===== src/sv/lphs_pkg.sv =====
`timescale 1ns / 1ps
`default_nettype none
// ----------------------------------------------------------------------------
// lphs_pkg
// Shared widths, codes, mixing constants and the controller/datapath link
// types of the linear probing hash set.
// ----------------------------------------------------------------------------
package lphs_pkg;

  localparam int unsigned CMD_W           = 2;
  localparam int unsigned KEY_W           = 64;
  localparam int unsigned STATUS_W        = 3;
  localparam int unsigned SLOT_W          = 8;
  localparam int unsigned TABLE_SLOTS_DEF = 256;

  // SplitMix64 finaliser
  localparam logic [KEY_W-1:0] MIX_C1  = 64'hbf58476d1ce4e5b9;
  localparam logic [KEY_W-1:0] MIX_C2  = 64'h94d049bb133111eb;
  localparam int unsigned      MIX_SH0 = 30;
  localparam int unsigned      MIX_SH1 = 27;
  localparam int unsigned      MIX_SH2 = 31;

  typedef enum logic [CMD_W-1:0] {
    CMD_LOOKUP = 2'd0,
    CMD_ADD    = 2'd1,
    CMD_CLEAR  = 2'd2
  } cmd_e;

  typedef enum logic [STATUS_W-1:0] {
    ST_ABSENT   = 3'd0,
    ST_PRESENT  = 3'd1,
    ST_INSERTED = 3'd2,
    ST_FULL     = 3'd3,
    ST_CLEARED  = 3'd4
  } status_e;

  typedef enum logic [3:0] {
    DP_NOP,
    DP_LOAD,
    DP_MUL_A,
    DP_MUL_B,
    DP_MUL_C,
    DP_XS,
    DP_RD,
    DP_NEXT,
    DP_INS,
    DP_SWEEP,
    DP_PUSH
  } dp_op_e;

  typedef struct packed {
    dp_op_e op;
    logic   round;
    logic   use_slot;
  } dp_cmd_t;

  typedef struct packed {
    logic empty;
    logic match;
    logic last;
    logic is_add;
    logic is_clear;
  } dp_sts_t;

endpackage
`default_nettype wire


===== src/sv/lphs_ctrl.sv =====
`timescale 1ns / 1ps
`default_nettype none
// ----------------------------------------------------------------------------
// lphs_ctrl
// Controller: sequences hash, probe walk, insert and sweep; owns the
// request/response handshakes and the response status register.
// ----------------------------------------------------------------------------
module lphs_ctrl (
  input  logic                          clk_i,
  input  logic                          rst_ni,
  input  logic                          req_valid_i,
  output logic                          req_ready_o,
  output logic                          rsp_valid_o,
  input  logic                          rsp_ready_i,
  output logic [lphs_pkg::STATUS_W-1:0] rsp_status_o,
  input  lphs_pkg::dp_sts_t             sts_i,
  output lphs_pkg::dp_cmd_t             cmd_o
);
  import lphs_pkg::*;

  typedef enum logic [3:0] {
    S_SWEEP,
    S_IDLE,
    S_DEC,
    S_MA,
    S_MB,
    S_MC,
    S_XS,
    S_RD,
    S_CHK,
    S_NEXT,
    S_INS,
    S_RESP
  } state_e;

  state_e  state_q;
  logic    round_q;
  logic    report_q;
  status_e res_q;
  logic    use_slot_q;
  logic    rsp_valid_q;
  status_e rsp_status_q;
  logic    out_free;

  assign out_free    = !rsp_valid_q || rsp_ready_i;
  assign req_ready_o = (state_q == S_IDLE);

  always_comb begin
    cmd_o.round    = round_q;
    cmd_o.use_slot = use_slot_q;
    unique case (state_q)
      S_SWEEP: cmd_o.op = DP_SWEEP;
      S_IDLE:  cmd_o.op = req_valid_i ? DP_LOAD : DP_NOP;
      S_DEC:   cmd_o.op = DP_NOP;
      S_MA:    cmd_o.op = DP_MUL_A;
      S_MB:    cmd_o.op = DP_MUL_B;
      S_MC:    cmd_o.op = DP_MUL_C;
      S_XS:    cmd_o.op = DP_XS;
      S_RD:    cmd_o.op = DP_RD;
      S_CHK:   cmd_o.op = DP_NOP;
      S_NEXT:  cmd_o.op = DP_NEXT;
      S_INS:   cmd_o.op = DP_INS;
      S_RESP:  cmd_o.op = out_free ? DP_PUSH : DP_NOP;
    endcase
  end

  always_ff @(posedge clk_i or negedge rst_ni) begin
    if (!rst_ni) begin
      state_q      <= S_SWEEP;
      round_q      <= 1'b0;
      report_q     <= 1'b0;
      res_q        <= ST_ABSENT;
      use_slot_q   <= 1'b0;
      rsp_valid_q  <= 1'b0;
      rsp_status_q <= ST_ABSENT;
    end else begin
      if (state_q == S_RESP && out_free) begin
        rsp_valid_q <= 1'b1;
      end else if (rsp_ready_i) begin
        rsp_valid_q <= 1'b0;
      end
      unique case (state_q)
        S_SWEEP: begin
          if (sts_i.last) begin
            if (report_q) begin
              res_q      <= ST_CLEARED;
              use_slot_q <= 1'b0;
              state_q    <= S_RESP;
            end else begin
              state_q <= S_IDLE;
            end
          end
        end
        S_IDLE: begin
          if (req_valid_i) begin
            state_q <= S_DEC;
          end
        end
        S_DEC: begin
          if (sts_i.is_clear) begin
            report_q <= 1'b1;
            state_q  <= S_SWEEP;
          end else begin
            round_q <= 1'b0;
            state_q <= S_MA;
          end
        end
        S_MA: state_q <= S_MB;
        S_MB: state_q <= S_MC;
        S_MC: state_q <= S_XS;
        S_XS: begin
          if (round_q) begin
            state_q <= S_RD;
          end else begin
            round_q <= 1'b1;
            state_q <= S_MA;
          end
        end
        S_RD: state_q <= S_CHK;
        S_CHK: begin
          priority if (sts_i.empty) begin
            if (sts_i.is_add) begin
              state_q <= S_INS;
            end else begin
              res_q      <= ST_ABSENT;
              use_slot_q <= 1'b0;
              state_q    <= S_RESP;
            end
          end else if (sts_i.match) begin
            res_q      <= ST_PRESENT;
            use_slot_q <= 1'b1;
            state_q    <= S_RESP;
          end else if (sts_i.last) begin
            res_q      <= sts_i.is_add ? ST_FULL : ST_ABSENT;
            use_slot_q <= 1'b0;
            state_q    <= S_RESP;
          end else begin
            state_q <= S_NEXT;
          end
        end
        S_NEXT: state_q <= S_CHK;
        S_INS: begin
          res_q      <= ST_INSERTED;
          use_slot_q <= 1'b1;
          state_q    <= S_RESP;
        end
        S_RESP: begin
          if (out_free) begin
            rsp_status_q <= res_q;
            state_q      <= S_IDLE;
          end
        end
      endcase
    end
  end

  assign rsp_valid_o  = rsp_valid_q;
  assign rsp_status_o = rsp_status_q;

endmodule
`default_nettype wire


===== config.mk =====
export PLATFORM = sky130hd
export DESIGN_NAME = lphs_ctrl
export DESIGN_NICKNAME = d
export VERILOG_FILES = /design/src/sv/lphs_pkg.sv /design/src/sv/lphs_ctrl.sv
export SDC_FILE = /design/constraint.sdc
export NUM_CORES = 1
export LEC_CHECK = 0
export ABC_AREA = 1
export BUFFER_PORTS_ARGS = -buffer_cell sky130_fd_sc_hd__buf_2
export CORE_MARGIN = 4
export CORE_UTILIZATION = 56
export CTS_CLUSTER_SIZE = 12
export DETAILED_ROUTE_END_ITERATION = 16
export MAX_ROUTING_LAYER = met4
export PLACE_DENSITY = 0.87
export SYNTH_ARGS = -nofsm -noshare
export SYNTH_HDL_FRONTEND = slang
export SYNTH_SLANG_ARGS = --single-unit

===== constraint.sdc =====
create_clock -name clk_i -period 3.2 [get_ports clk_i]
set_input_delay 0.48 -clock clk_i [delete_from_list [all_inputs] [get_ports clk_i]]
set_output_delay 0.48 -clock clk_i [all_outputs]
set_load 0.02 [all_outputs]

# Word level (Yosys, flattened, before mapping)
# Index checks and enable logic that the tools add are counted.
[totals]
word_cells = 72
ff_bits = 14
output_inout_bits = 11
[op_classes]
n_reduce_logical = 14
mux = 33
n_eq_ne = 18
[ops]
columns = ["cell", "count"]
rows = [
  ["$pmux W4 S11", 2],
  ["$mux W4", 6],
  ["$mux W3", 7],
  ["$eq A4 B3 Y1 const B", 4],
  ["$eq A4 B4 Y1 const B", 4],
  ["$mux W1", 11],
  ["$ne A2 B2 Y1 const B", 5],
  ["$pmux W3 S3", 1],
  ["$eq A4 B2 Y1 const B", 2],
  ["$mux W2", 4],
  ["$reduce_and A2 Y1", 3],
  ["$reduce_and A5 Y1", 1],
  ["$eq A4 B1 Y1 const B", 1],
  ["$logic_not A4 Y1", 1],
  ["$ne A4 B4 Y1 const B", 1],
  ["$reduce_bool A2 Y1", 2],
  ["$reduce_or A2 Y1", 2],
  ["$ne A3 B3 Y1 const B", 1],
  ["$pmux W1 S3", 1],
  ["$reduce_and A3 Y1", 1],
  ["$reduce_bool A3 Y1", 1],
  ["$pmux W1 S2", 1],
  ["$logic_and A1 B1 Y1", 1],
  ["$logic_not A1 Y1", 1],
  ["$logic_or A1 B1 Y1", 1],
]

# Depth between registers and ports, before layout
# Gate-level depths: netlist of the first run.
[logic_depth]
ltp_word = 5
ltp_mapped = 8

# Worst setup path after synthesis of the first run
# No wires, ideal clock.
[synth_timing]
path_kind = "reg-to-output"
startpoint = "reg state_q[2]"
endpoint = "out cmd_o[2] (netlist name)"
required_time_ns = 2.720
slack_ns = 1.494
stages_incl_launch_ff = 6
t_arrival_ns = 1.226
n_path_buf = 0
cell_sequence = "dfrtp_1 nor2_2 nand2_1 inv_1 nand2_1 nand3b_1"
[synth_lines]
columns = ["element", "line_no", "rtl"]
rows = [
  ["start, declared", "lphs_ctrl.sv:36", "state_e state_q;"],
  ["start signal, assigned", "lphs_ctrl.sv:69", "state_q <= S_SWEEP;"],
  ["start signal, assigned", "lphs_ctrl.sv:88", "state_q <= S_RESP;"],
  ["start signal, assigned", "lphs_ctrl.sv:90", "state_q <= S_IDLE;"],
  ["end, declared", "lphs_ctrl.sv:17", "output lphs_pkg::dp_cmd_t cmd_o"],
]

==> results of run 1 <==
cell type report:
cell class,instances,area [µm²],area share
clock buffers,3,22.52,0.02158
inverters,24,90.09,0.08633
multi-input cells,99,465.4,0.4460
flip-flops and latches,14,350.3,0.3357
well taps,16,20.02,0.01918
repair buffers,19,95.09,0.09113
cells by family (layout without fill, tap and decap cells):
group                  after synthesis  in the layout  synth area share
and+or+nand+nor                     89             89            0.4429
buffers and inverters               26             46            0.1141
DFF                                 14             14            0.3804
AOI/OAI and AO/OA                   10             10           0.06251
cell usage in the layout, fill, tap and decap left out:
cell	Yosys	layout
a21oi_1	2	2
a21oi_2	1	1
buf_2	0	19
clkbuf_4	0	3
dfrtp_1	14	14
inv_1	24	24
nand2_1	50	50
nand3_1	13	13
nand3_2	1	1
nand3_4	1	1
nand3b_1	1	1
nand4_1	5	5
nor2_1	13	13
nor2_2	2	2
nor2_4	2	2
nor3_1	1	1
o21ai_0	6	6
o221ai_1	1	1
per-layer routing:
layer | wire [µm] | share of wire | global-route usage | up-vias
li1 | - | - | - | 478
met1 | 853 | 0.43 | 0.2331 | 393
met2 | 951 | 0.48 | 0.2870 | 40
met3 | 161 | 0.081 | 0.06748 | 4
met4 | 25 | 0.013 | 0.05381 | 0
met5 | 0 | 0 | - | -
how the worst max path moves through the flow:
stage,endpoint
after global routing,cmd_o[5]
after detailed placement,cmd_o[5]
after global placement,cmd_o[5]
final,cmd_o[5]
after CTS,cmd_o[5]
after floorplan,cmd_o[2]
flip-flops by register name, indices dropped and copies added, names as in the netlist:
signal / count
round_q: 1
state_q: 4
rsp_valid_o: 1
res_q: 3
use_slot_q: 1
rsp_status_o: 3
report_q: 1
worst max-delay path, stage by stage (launching register included):
cell	delay (ps)
dfrtp_1	470
nand2_1	160
nor2_2	240
nand2_1	200
nand4_1	130
buf_2	170
metrics by stage:
stage,total power [µW],utilization,instances,hold slack (ps)
floorplan,782.3,-,139,184.4
global placement,922.9,0.6700,172,386.9
detailed placement,933.4,0.6700,172,391.8
CTS,1029,0.6847,175,89.36
global route,1134,0.6847,175,93.95
finish,1026,0.6847,175,91.48
where the power goes:
part           switching (µW)  internal [µW]  leakage (µW)
Combinational             427            204      0.000454
Clock                    48.6           43.5     0.0000138
Sequential               59.7            243      0.000177
==> metrics.yaml, run 1 <==
run_status:
  status: "finished, final reports clean"
grt:
  grt-ovfl-total: 0
  track_usage: 0.1878
  antenna_found_initial: 0
  grt_pass1_wl_mm: 3.484
  grt_pass1_vias: 837
  grt_max_degree: 15
layout:
  stdcell_area_um2: 1044
  layout.nets: 170
  fillers: 123
  syn2layout_area_growth_pct: 13.32
  drive_gt1_frac: 0.1824
  antennaDiodeCount: 0
place:
  dp_hpwl_mm: 1.644
  dp_slack_ps: 1387
  dpl_cell_area_um2: 1021
  gp_congestion: 0.9477
  numPortBuffers: 19
timing:
  relSlewSlack: 0.7895
  min_period_ps: 2109
  post-route-period-util: 0.6590
  finalHoldViolCount: 0
  fmaxAchievable_mhz: 474.2
  fin_ws_ps: 1091
  tightest_slew_ps: 315.5
  final.setup.tns_ps: 0
  drv_slew: 0
  rsz0062_at_grt: "no"
  setup_viol: 0
  fin_skew_ps: 6.022
die:
  boundaryPins: 20
  coreArea_um2: 1524
  start_util: 0.6043
  dieArea_um2: 2357
  die_w_um: 48.55
  rows: 14
  chipHeight_um: 48.55
worst_setup_path:
  end_kind: "output port"
  critPathRequiredTime_ps: 2720
  worst-r2r-setup-slack_ps: 1810
  rr_endpoint: "state_q[1]"
  crit_arrival_ps: 1630
  crit_path_start: "state_q[0]"
  path_max_fanout: 6
  ff2ff_path_depth: 7
  r2r-start: "state_q[0]"
  startpoint_type: "register"
  criticalPathCategory: "reg -> out"
route:
  ant_nets: 0
  drtPass1Iterations: 5
  vias: 915
  drt_iter0_drc: 37
  wl_per_cell_um: 11.38
  vias_per_cell: 5.229
  drc: 0
  drt_wl_total_mm: 1.991
cts:
  cts_hold_buffers: 0
  cts_resized: 0
  postCtsSetupBuffers: 0
  cts_root_buffer: "clkbuf_4"
  cts_tree: "yes"
  cts_buffers: 3
  htreeDepth: 1
  cts_sinks: 14
  insertion_delay_ps: 270
  clk_pin_slew_ps: 80
  cts_buffer_depth: 2
logic_synthesis:
  syn_inst: 139
  mappedNetlistArea_um2: 920.9
  syn_area_per_cell_um2: 6.625
  ys_seq_area_frac: 0.3804
  yosys-top-cells-count: "nand2_1, inv_1, dfrtp_1"
  synth_nets: 148
  synth-warning-count: 0
  ys_ff_latch: 14
  yosysMostFrequentCell: "nand2_1"
  ys_async_sr_fraction: 1.000
  synth_area_leaders: "dfrtp_1, nand2_1, inv_1, nand3_1, nor2_1"
  yosysTopAreaCell: "dfrtp_1"
  synth_edf_count: 0
  ys_types: 17
  synth_top_cell_area_share: 0.3804
  yosys_most_used_dff: "dfrtp_1"
job:
  drv_cap: 0
power:
  peakVddDrop_v: 0.0004711
  p_per_area_nw_per_um2: 982.8
  p_leak_uw: 0.0006442
worst_hold_path:
  hp-class: "in -> async"
Note: power is estimated with default switching activity, not from simulation.
==> run 2, diff against run 1 <==
--- a/config.mk
+++ b/config.mk
@@ -8,11 +8,11 @@
 export ABC_AREA = 1
 export BUFFER_PORTS_ARGS = -buffer_cell sky130_fd_sc_hd__buf_2
 export CORE_MARGIN = 4
-export CORE_UTILIZATION = 56
+export CORE_UTILIZATION = 52
 export CTS_CLUSTER_SIZE = 12
 export DETAILED_ROUTE_END_ITERATION = 16
 export MAX_ROUTING_LAYER = met4
-export PLACE_DENSITY = 0.87
+export PLACE_DENSITY = 0.82
 export SYNTH_ARGS = -nofsm -noshare
 export SYNTH_HDL_FRONTEND = slang
 export SYNTH_SLANG_ARGS = --single-unit
==> constraint.sdc (replaced) <==
create_clock -name clk_i -period 2.1 [get_ports clk_i]
set_input_delay 0.315 -clock clk_i [delete_from_list [all_inputs] [get_ports clk_i]]
set_output_delay 0.315 -clock clk_i [all_outputs]
set_load 0.02 [all_outputs]
==> run 2 against run 1 <==
Compared with the run above: sequential power up 53%; setup slack worse by 970 ps; die area up 6.4%; global-route usage down 0.33 points; clock-buffer cell count up 1; sequential cell count unchanged; largest cell class unchanged; clock power up 120%; clock skew down 3.7 ps; utilization down 0.58 points; non-clock buffer count up 1; combinational power up 56%.
==> metrics.yaml, run 2 (synthesis results as in run 1) <==
layout:
  layout_common_cells: "nand2_1, inv_1, buf_2"
  largest_register_ffs: 4
  fillers: 131
  stdcell_area_um2: 1082
  layout.nets: 171
  regMostFlops: "state_q"
  syn2layout_area_growth_pct: 17.53
  antennaDiodeCount: 0
  drive_gt1_frac: 0.1863
  final_common_cell: "nand2_1"
cts:
  htreeDepth: 1
  postCtsSetupBuffers: 0
  cts_buffer_depth: 2
  cts_sinks: 14
  cts_buffers: 3
  cts_root_buffer: "clkbuf_4"
  clk_pin_slew_ps: 90
  insertion_delay_ps: 290
  cts_tree: "yes"
worst_setup_path:
  cp_top_family: "simple AND/OR/NAND/NOR gates"
  crit_buf_inv: 2
  startpoint_type: "register"
  end_kind: "output port"
  worst-r2r-setup-slack_ps: 670
  criticalPathCategory: "reg -> out"
  ff2ff_path_depth: 8
  r2r-start: "state_q[1]"
  worstPathCellList: "inv_1 -> nor2_1 -> nand2_1 -> nand4_1 -> buf_2"
  cpPeakStageDelay_ps: 460
  rr_endpoint: "state_q[1]"
  critPathSlowestCell: "dfrtp_1"
  critPathRequiredTime_ps: 1780
  path_max_fanout: 5
  crit_arrival_ps: 1660
die:
  boundaryPins: 20
  chipHeight_um: 50.08
  start_util: 0.5777
  coreArea_um2: 1594
  die_w_um: 50.08
  dieArea_um2: 2508
  rows: 14
worst_hold_path:
  min_to: "report_q"
  hp-class: "in -> reg"
  min_path_cells: 3
  holdCritStartpoint: "sts_i[0]"
timing:
  setup_viol: 0
  holdWs_ps: 269.3
  fmaxAchievable_mhz: 505.2
  finalHoldViolCount: 0
  min_period_ps: 1979
  fin_skew_ps: 2.356
  drv_slew: 0
  relSlewSlack: 0.7802
  post-route-period-util: 0.9426
  tightest_slew_ps: 328.5
grt:
  track_usage: 0.1845
  antenna_found_initial: 0
  grt_pass1_vias: 891
  grt_max_degree: 15
  grt-ovfl-total: 0
  grt_pass1_wl_mm: 3.470
place:
  numPortBuffers: 19
  dpl_cell_area_um2: 1031
  gp_congestion: 1.085
  dp_hpwl_mm: 1.696
route:
  ant_nets: 0
  drt_wl_total_mm: 2.166
  vias_per_cell: 5.178
  drc: 0
  vias: 958
  drt_iter0_drc: 40
  wl_per_cell_um: 11.71
  drtPass1Iterations: 4
power:
  p_per_area_nw_per_um2: 1526
  p_leak_uw: 0.0006569
  p_total_uw: 1651
  peakVddDrop_v: 0.0009654
run_status:
  status: "finished, final reports clean"
job:
  drv_cap: 0
==> run 2: cell count changes in the layout (fill, tap and decap cells not counted), sizes merged <==
cell,before,now
clkbuf,3,4
dlygate4sd3,0,1
==> run 2: how the worst max path moves through the flow <==
stage,start,to,slack (ps),depth (start not counted)
6_report,state_q[1],cmd_o[5],120,5
3_5_place_dp,state_q[2],cmd_o[2],430,5
2_1_floorplan,state_q[2],cmd_o[2],560,5
3_3_place_gp,state_q[2],cmd_o[2],450,5
4_1_cts,state_q[2],cmd_o[2],110,5
5_1_grt,state_q[1],cmd_o[5],-0.4,5
==> run 2: area by class of cell <==
type / count / area, µm² / area share
tap: 24 / 30.03 / 0.02775
clock buffer: 4 / 36.28 / 0.03353
inverter: 24 / 90.09 / 0.08324
timing repair buffer: 20 / 105.1 / 0.09711
sequential: 14 / 350.3 / 0.3237
multi-input combinational: 99 / 470.5 / 0.4347
==> run 2: stage by stage <==
step           TNS (ps)  setup WS (ps)  std cells  utilization
2_1_floorplan         0          559.5        139            -
3_3_place_gp          0          452.6        180       0.6468
3_5_place_dp          0          427.8        180       0.6468
4_1_cts               0          106.7        185       0.6758
5_1_grt         -0.3895        -0.3895        185       0.6790
6_report              0          120.6        185       0.6790
==> run 2: where the power goes <==
part / switching, µW / internal, µW
registers: 92.8 / 369
clock network: 97.1 / 106
logic: 671 / 315
total: 861 / 790
==> run 2: layer usage <==
metal / up-vias / GRT usage / wire, µm
met5: - / - / 0
met4: 0 / 0.04608 / 11
met3: 2 / 0.06325 / 189
met2: 42 / 0.3196 / 1029
met1: 431 / 0.1996 / 935
li1: 483 / - / -
==> run 2: timing repair <==
| action | in CTS | in global routing |
|---|---|---|
| endpoints found under the setup margin | 0 | 1 |
| endpoints found under the hold margin | 14 | 0 |
| resized for setup | 0 | 1 |
| hold buffers | 1 | 0 |
==> run 2: worst reg2reg max path, cell delays in order (launching register included) <==
cell     delay (ps)
dfrtp_1         460
inv_1           120
nor2_1          280
nand2_1         210
nand2_1         100
nor2_1           50
nand2_1          60
nand2_1          50
nand2_1          50
